==> config.mk <==
export PLATFORM = sky130hd
export DESIGN_NAME = serial_read_slave_with_checksum_flat
export DESIGN_NICKNAME = d
export VERILOG_FILES = /design/src/rtl/srs_pkg.sv /design/src/rtl/srs_stream_if.sv /design/src/rtl/serial_read_slave_with_checksum.sv /design/src/rtl/srs_cell.sv /design/src/rtl/srs_chain.sv /design/src/flat_wrapper.sv
export VERILOG_INCLUDE_DIRS = /design/src /design/src/rtl
export SDC_FILE = /design/constraint.sdc
export NUM_CORES = 1
export LEC_CHECK = 0
export BUFFER_PORTS_ARGS = -buffer_cell sky130_fd_sc_hd__buf_2
export CAP_MARGIN = 25
export CORE_MARGIN = 2
export CORE_UTILIZATION = 55
export DETAILED_ROUTE_END_ITERATION = 12
export PLACE_DENSITY_LB_ADDON = 0.08
export SYNTH_ARGS = -nofsm -noshare
export SYNTH_HDL_FRONTEND = slang
export SYNTH_SLANG_ARGS = --single-unit
==> constraint.sdc <==
create_clock -name clk -period 2.5 [get_ports clk]
set_clock_uncertainty 0.2 [all_clocks]
set_input_delay 0.5 -clock clk [delete_from_list [all_inputs] [get_ports clk]]
set_output_delay 0.5 -clock clk [all_outputs]
set_load 0.005 [all_outputs]
==> src/rtl/serial_read_slave_with_checksum_macros.svh <==
// Assertion macros shared by the serial read slave RTL.
// Depends on nothing; included by modules that carry concurrent checks.
`ifndef SERIAL_READ_SLAVE_WITH_CHECKSUM_MACROS_SVH
`define SERIAL_READ_SLAVE_WITH_CHECKSUM_MACROS_SVH

// Same-cycle implication, sampled on clk, disabled in reset
`define SRS_ASSERT_NOW(label, ante, cons, msg) \
    label: assert property (@(posedge clk) disable iff (!rst_n) (ante) |-> (cons)) \
        else $error(msg);

// Next-cycle implication, sampled on clk, disabled in reset
`define SRS_ASSERT_NEXT(label, ante, cons, msg) \
    label: assert property (@(posedge clk) disable iff (!rst_n) (ante) |=> (cons)) \
        else $error(msg);

`endif

==> src/rtl/srs_pkg.sv <==
// Package for the serial read slave: payload types, cell controls and constants.
// Depends on nothing.
package srs_pkg;

    localparam int unsigned FRAME_BITS = 16;
    localparam int unsigned REPLY_BITS = 40;
    localparam int unsigned COUNT_BITS = 6;

    localparam logic [FRAME_BITS-1:0] READ_FRAME = 16'hCC01;
    localparam logic [COUNT_BITS-1:0] REPLY_LAST = 6'd40;

    // One bus edge
    typedef struct packed {
        logic        data_in;
        logic [31:0] measured_value;
    } item_t;

    // Line state after that edge
    typedef struct packed {
        logic out_bit;
        logic sending;
    } result_t;

    // Per-cell control: parallel load wins over shift
    typedef struct packed {
        logic load;
        logic shift;
    } cell_ctrl_t;

endpackage

==> src/rtl/srs_stream_if.sv <==
// Valid/ready channel carrying one payload per transfer.
// Depends on nothing; the payload type is set where the channel is declared.
interface srs_stream_if #(parameter type payload_t = logic);

    logic     valid;
    logic     ready;
    payload_t payload;

    modport source (output valid, output payload, input ready);
    modport sink (input valid, input payload, output ready);

endinterface

==> src/rtl/serial_read_slave_with_checksum.sv <==
// Top level of the serial read slave: frame and reply chains, control, result stage.
// Depends on srs_pkg, srs_stream_if, srs_chain and the assertion macros header.
//
// Usage
//   item   : one transfer per bus clock edge, carrying the input line level
//            (data_in) and the live 32-bit measurement (measured_value).
//   result : exactly one transfer per item, giving the output line level
//            (out_bit) and whether a reply is in progress (sending).
//   While idle each input bit enters a 16-bit frame chain. When the chain
//   reads 0xCC01 the measurement and an 8-bit byte-sum checksum load into a
//   40-cell reply chain; the next 40 items each shift one reply bit, MSB
//   first, onto out_bit, and the 41st item returns the block to idle.
//   Output: the result of an item is registered and presented the cycle after its transfer.
//   Throughput: one item per cycle while not stalled; every cell updates in the same cycle and
//   the result register frees as soon as the receiver takes its transfer.
//   Stall: item.ready falls only while a result waits and result.ready is low.
//   Reset: all chain cells clear, the line idles high, no result is pending.
`include "serial_read_slave_with_checksum_macros.svh"

module serial_read_slave_with_checksum
(
    input  logic         clk,
    input  logic         rst_n,
    srs_stream_if.sink   item,
    srs_stream_if.source result
);

    localparam int unsigned FB = srs_pkg::FRAME_BITS;
    localparam int unsigned RB = srs_pkg::REPLY_BITS;
    localparam int unsigned CB = srs_pkg::COUNT_BITS;

    logic                take;
    logic                data_in;
    logic [31:0]         meas;
    logic [FB-1:0]       frame_q;
    logic [RB-1:0]       reply_q;
    logic [7:0]          checksum;
    logic                match;
    logic                send_shift;
    srs_pkg::cell_ctrl_t frame_ctrl;
    srs_pkg::cell_ctrl_t reply_ctrl;

    logic                send_active_reg;
    logic                send_active_next;
    logic [CB-1:0]       bit_count_reg;
    logic [CB-1:0]       bit_count_next;
    logic                out_level_reg;
    logic                out_level_next;
    logic                out_valid_reg;
    logic                out_valid_next;
    srs_pkg::result_t    out_data_reg;

    // Handshake: accept whenever the result stage is free or being drained
    assign item.ready = !out_valid_reg || result.ready;
    assign take       = item.valid && item.ready;
    assign data_in    = item.payload.data_in;
    assign meas       = item.payload.measured_value;

    // Frame match on the value the chain takes at this edge
    assign match = !send_active_reg && ({frame_q[FB-2:0], data_in} == srs_pkg::READ_FRAME);

    // Wrapping sum of the four measurement bytes
    assign checksum = meas[31:24] + meas[23:16] + meas[15:8] + meas[7:0];

    assign send_shift = send_active_reg && (bit_count_reg != srs_pkg::REPLY_LAST);

    // Cell controls
    always_comb
    begin
        frame_ctrl.load  = 1'b0;
        frame_ctrl.shift = take && !send_active_reg;
        reply_ctrl.load  = take && match;
        reply_ctrl.shift = take && send_shift;
    end

    srs_chain #(.WIDTH(FB)) u_frame
    (
        .clk       (clk),
        .rst_n     (rst_n),
        .ctrl      (frame_ctrl),
        .load_data ({FB{1'b0}}),
        .serial_in (data_in),
        .q         (frame_q)
    );

    srs_chain #(.WIDTH(RB)) u_reply
    (
        .clk       (clk),
        .rst_n     (rst_n),
        .ctrl      (reply_ctrl),
        .load_data ({meas, checksum}),
        .serial_in (1'b0),
        .q         (reply_q)
    );

    // Send control and line level
    always_comb
    begin
        send_active_next = send_active_reg;
        bit_count_next   = bit_count_reg;
        out_level_next   = out_level_reg;
        if (take)
        begin
            priority if (!send_active_reg)
            begin
                if (match)
                begin
                    send_active_next = 1'b1;
                    bit_count_next   = '0;
                end
            end
            else if (send_shift)
            begin
                out_level_next = reply_q[RB-1];
                bit_count_next = bit_count_reg + 1'b1;
            end
            else
            begin
                send_active_next = 1'b0;
                bit_count_next   = '0;
            end
        end
    end

    // Result stage valid
    always_comb
    begin
        out_valid_next = out_valid_reg;
        if (take)
        begin
            out_valid_next = 1'b1;
        end
        else if (result.ready)
        begin
            out_valid_next = 1'b0;
        end
    end

    always_ff @(posedge clk or negedge rst_n)
    begin
        if (!rst_n)
        begin
            send_active_reg <= 1'b0;
            bit_count_reg   <= '0;
            out_level_reg   <= 1'b1;
            out_valid_reg   <= 1'b0;
        end
        else
        begin
            send_active_reg <= send_active_next;
            bit_count_reg   <= bit_count_next;
            out_level_reg   <= out_level_next;
            out_valid_reg   <= out_valid_next;
        end
    end

    // Result payload, loaded with each accepted item
    always_ff @(posedge clk)
    begin
        if (take)
        begin
            out_data_reg.out_bit <= out_level_next;
            out_data_reg.sending <= send_active_next;
        end
    end

    assign result.valid   = out_valid_reg;
    assign result.payload = out_data_reg;

    // Checks
    `SRS_ASSERT_NOW(a_count_range, 1'b1, bit_count_reg <= srs_pkg::REPLY_LAST,
        "reply bit count beyond reply length")
    `SRS_ASSERT_NOW(a_idle_count, !send_active_reg, bit_count_reg == '0,
        "bit count non-zero while idle")
    `SRS_ASSERT_NEXT(a_match_starts, take && match,
        send_active_reg && bit_count_reg == '0 && result.payload.sending,
        "matching frame did not start a reply")
    `SRS_ASSERT_NEXT(a_shift_level, take && send_shift,
        out_level_reg == $past(reply_q[RB-1]),
        "line level does not follow reply MSB")

endmodule

==> src/rtl/srs_cell.sv <==
// One bit of a shift chain: parallel load, shift from the neighbour, or hold.
// Depends on srs_pkg.
module srs_cell
(
    input  logic                clk,
    input  logic                rst_n,
    input  srs_pkg::cell_ctrl_t ctrl,
    input  logic                load_bit,
    input  logic                shift_bit,
    output logic                q
);

    logic q_reg;
    logic q_next;

    // Load takes priority over shift
    always_comb
    begin
        priority if (ctrl.load)
        begin
            q_next = load_bit;
        end
        else if (ctrl.shift)
        begin
            q_next = shift_bit;
        end
        else
        begin
            q_next = q_reg;
        end
    end

    always_ff @(posedge clk or negedge rst_n)
    begin
        if (!rst_n)
        begin
            q_reg <= 1'b0;
        end
        else
        begin
            q_reg <= q_next;
        end
    end

    assign q = q_reg;

endmodule

==> src/rtl/srs_chain.sv <==
// Row of srs_cell bits shifting towards the MSB, serial input at bit 0.
// Depends on srs_pkg and srs_cell.
module srs_chain #(
    parameter int unsigned WIDTH = 16
)
(
    input  logic                clk,
    input  logic                rst_n,
    input  srs_pkg::cell_ctrl_t ctrl,
    input  logic [WIDTH-1:0]    load_data,
    input  logic                serial_in,
    output logic [WIDTH-1:0]    q
);

    logic [WIDTH-1:0] neighbour;

    // Each cell takes the bit below it; the bottom cell takes the serial input
    assign neighbour = {q[WIDTH-2:0], serial_in};

    for (genvar i = 0; i < WIDTH; i++)
    begin : g_cell
        srs_cell u_cell
        (
            .clk       (clk),
            .rst_n     (rst_n),
            .ctrl      (ctrl),
            .load_bit  (load_data[i]),
            .shift_bit (neighbour[i]),
            .q         (q[i])
        );
    end

endmodule

==> src/flat_wrapper.sv <==
// flat-port wrapper written by rule: the top's interface ports become plain ports
module serial_read_slave_with_checksum_flat 
  (clk, rst_n, item_valid, item_payload, item_ready, result_valid, result_payload, result_ready);
  srs_stream_if #(.payload_t(srs_pkg::item_t)) item_i ();
  srs_stream_if #(.payload_t(srs_pkg::result_t)) result_i ();
  input  logic clk;
  input  logic rst_n;
  input wire logic [$bits(item_i.valid)-1:0] item_valid;
  input wire logic [$bits(item_i.payload)-1:0] item_payload;
  output wire logic [$bits(item_i.ready)-1:0] item_ready;
  output wire logic [$bits(result_i.valid)-1:0] result_valid;
  output wire logic [$bits(result_i.payload)-1:0] result_payload;
  input wire logic [$bits(result_i.ready)-1:0] result_ready;
  assign item_i.valid = item_valid;
  assign item_i.payload = item_payload;
  assign item_ready = item_i.ready;
  assign result_valid = result_i.valid;
  assign result_payload = result_i.payload;
  assign result_i.ready = result_ready;
  serial_read_slave_with_checksum u_core (.clk(clk), .rst_n(rst_n), .item(item_i), .result(result_i));
endmodule
==> impl_metrics.ini <==
[clock_tree]
clkLatencyLatePin_ns = 0.34
cts_max_level = 3
numCtsBuffers = 9
clock_sinks = 66
tritoncts = built
clk_path_buf_depth = 2
clkTransAtPathRegs_ns = 0.07
root_buffer = clkbuf_8

[placement]
port_buffers = 40
placed_cells = 431
hpwl_microns = 4930
place_congestion = 0.782
placed_area_sq_um = 3980

[final_layout]
fillers = 490
regArea_sq_um = 1660
fin_nets = 430
finalInstanceArea_sq_um = 4300
multi_input_area_sq_um = 1790
fin_cells = 452
drive_gt1_share_pct = 30.4
largest_reg_flops = 40
syn_to_final_growth_pct = 19.6
num_antenna_cells = 0

[outcome]
violations = setup timing
status = finished, violations left

[detailed_routing]
postRouteWirelength_microns = 6730
final_antenna_net_count = 0
drt-initial-drc-count = 141
dr.pass1.iters = 4
routed-via-count = 2400
viasPerCell = 5.31
wire_per_inst_microns = 14.9
drcViolationCount = 0

[critical_path]
crit_start = item_payload[17]
r2r-end = u_core.u_reply.g_cell[24].u_cell.q
crit_path_end = u_core.u_reply.g_cell[7].u_cell.q
cp_common_cell = fa_1
critical_path_class = in2reg
endpoint_kind = register
slowest_stage = fa_1
worstRegToRegCells = 6
critPathMaxStageDelay_ns = 0.54
critPathRequiredTime_ns = 2.52
cp_max_fo = 2
r2r_start = u_core.bit_count_reg[3]
arrival_ns = 2.86
path_cells = buf_8 > fa_1 > fa_1 > ha_2 > fa_2 > a211oi_2 > o21bai_1 > a21oi_1 > xnor2_1 > mux2i_1
crit_path_start_kind = primary input
reg2reg_slack_ns = 0.37

[die]
die-area_sq_um = 7200
die_x_microns = 84.8
io_pins = 41
start_util_pct = 56.6
die_y_microns = 84.8
fp-row-count = 29
core-area_sq_um = 6350

[grt]
track_usage_pct = 21.1
grt_pass1_wl_microns = 11800
grt_max_degree = 46
grt_pass1_vias = 2466
grt_antenna_before_repair = 0
grt-ovfl-total = 0

[timing]
min_period_ns = 2.83
period_share_pct = 113
rsz0062_at_grt = true
setup_viol = 5
fmax_mhz = 353
fin_ws_ns = -0.333
worstMarginPinSlew_ns = 0.480
slew_headroom_pct = 68.0
drv_slew = 0
hold_viol = 0

[logic_synthesis]
ys_seq_area_share_pct = 46.3
syn-instance-count = 303
netlist_area_sq_um = 3590
synthFlopType = dfrtp_1
synth_nets = 363
synth-seq-cells = 66
synth-async-reset-ratio_pct = 97.0
synth_warnings = 0
avgSynthCellArea_sq_um = 11.9
synth_edf_count = 2
synthDistinctLibCells = 43

[power]
leakagePower_nw = 1.91
p_per_area_nw_per_um2 = 715
vdd_ir_drop_max_v = 0.000408

[job]
maxCapViolCount = 0

[worst_hold_path]
hold_path.class = in2reg
-- per-layer routing --
layer / wire length [microns] / GRT usage (%) / vias to the layer above
li1: - / - / 1205
met1: 3200 / 29.4 / 1146
met2: 3220 / 33.3 / 40
met3: 208 / 3.79 / 9
met4: 107 / 7.79 / 0
met5: 0 / 0 / -
-- synthesized netlist by cell type (all sizes together), types with 3 or more instances --
| cell | number | area (sq um) |
|---|---|---|
| a21oi | 4 | 20.0 |
| xnor2 | 6 | 52.6 |
| mux2i | 38 | 380 |
| a221o | 3 | 30.0 |
| mux2 | 16 | 180 |
| nor2 | 10 | 53.8 |
| clkbuf | 3 | 23.8 |
| buf | 11 | 130 |
| o21ai | 45 | 225 |
| ha | 9 | 113 |
| nor3b | 3 | 22.5 |
| dfrtp | 63 | 1580 |
| nand4 | 3 | 18.8 |
| nand2 | 36 | 143 |
| inv | 10 | 37.5 |
| fa | 14 | 280 |
-- where the power goes --
group          total, mW  switching [mW]  internal, mW
Combinational      0.850           0.371         0.479
Clock              0.892           0.403         0.489
Sequential          1.33           0.113          1.22
Total               3.08           0.888          2.19
-- placed cells by master (no fill, tap or decap), drive strengths merged, types with 3 or more instances in the layout --
cell | Yosys | routed
clkbuf | 3 | 12
ha | 9 | 9
mux2i | 38 | 38
dfrtp | 63 | 63
nand4 | 3 | 3
fa | 14 | 14
nand2 | 36 | 36
mux2 | 16 | 16
buf | 11 | 69
xnor2 | 6 | 6
nor2 | 10 | 10
a21oi | 4 | 4
nor3b | 3 | 3
a221o | 3 | 3
o21ai | 45 | 45
inv | 10 | 10
-- logic make-up after synthesis --
logic type / synth area share, %
AOI/OAI and AO/OA: 10.5
xor gates and xnor gates: 1.95
adders and majority gates: 10.9
buffers and inverters: 5.33
DFF: 46.3
muxes: 15.6
and+or+nand+nor: 9.44
-- area by class of cell --
class / count / share of cell area [%]
inverters: 10 / 0.873
multi-input cells: 213 / 41.6
clock buffers: 12 / 3.38
clock inverters: 4 / 1.19
repair buffers: 70 / 12.1
well taps: 77 / 2.24
flip-flops and latches: 66 / 38.7
-- worst min path at each step --
stage | startpoint | endpoint | slack (ns) | cells after the start
after floorplan | rst_n | u_core.bit_count_reg[0] | 0.004 | 0
after global placement | u_core.bit_count_reg[5] | u_core.bit_count_reg[5] | 0.26 | 1
after detailed placement | u_core.bit_count_reg[5] | u_core.bit_count_reg[5] | 0.28 | 1
after CTS | item_payload[21] | u_core.u_reply.g_cell[29].u_cell.q | 0.19 | 3
after global routing | item_payload[32] | u_core.u_frame.g_cell[0].u_cell.q | 0.21 | 2
final | item_payload[17] | u_core.u_reply.g_cell[25].u_cell.q | 0.18 | 3
-- metrics by stage --
step | hold WS [ns] | utilization [%] | worst slack [ns] | setup TNS, ns | total power [mW]
CTS | 0.188 | 66.8 | -0.323 | -0.834 | 3.07
global placement | 0.262 | 62.7 | -0.688 | -3.00 | 2.12
detailed placement | 0.283 | 62.7 | -0.717 | -3.17 | 2.13
finish | 0.180 | 67.7 | -0.333 | -1.02 | 3.08
global route | 0.206 | 67.7 | -0.412 | -1.38 | 3.27
floorplan | 0.00441 | - | -0.509 | -1.57 | 1.86
-- repair_timing --
item,4_1_cts,5_1_grt
pin swaps,8,19
resized for setup,9,10
buffers inserted,2,2
setup endpoints to repair,5,5
hold buffers,1,0
gates cloned,0,0
hold endpoints to repair,19,0
-- worst max-delay path, delay by kind of cell --
kind,cells,cell delay [ns]
buffers and inverters,1,0.10
adder cells (fa/ha/maj),4,1.53
XOR/XNOR,1,0.13
AO/OA/AOI/OAI,3,0.52
multiplexers,1,0.08
No activity file was read; power rests on OpenSTA's default activity.
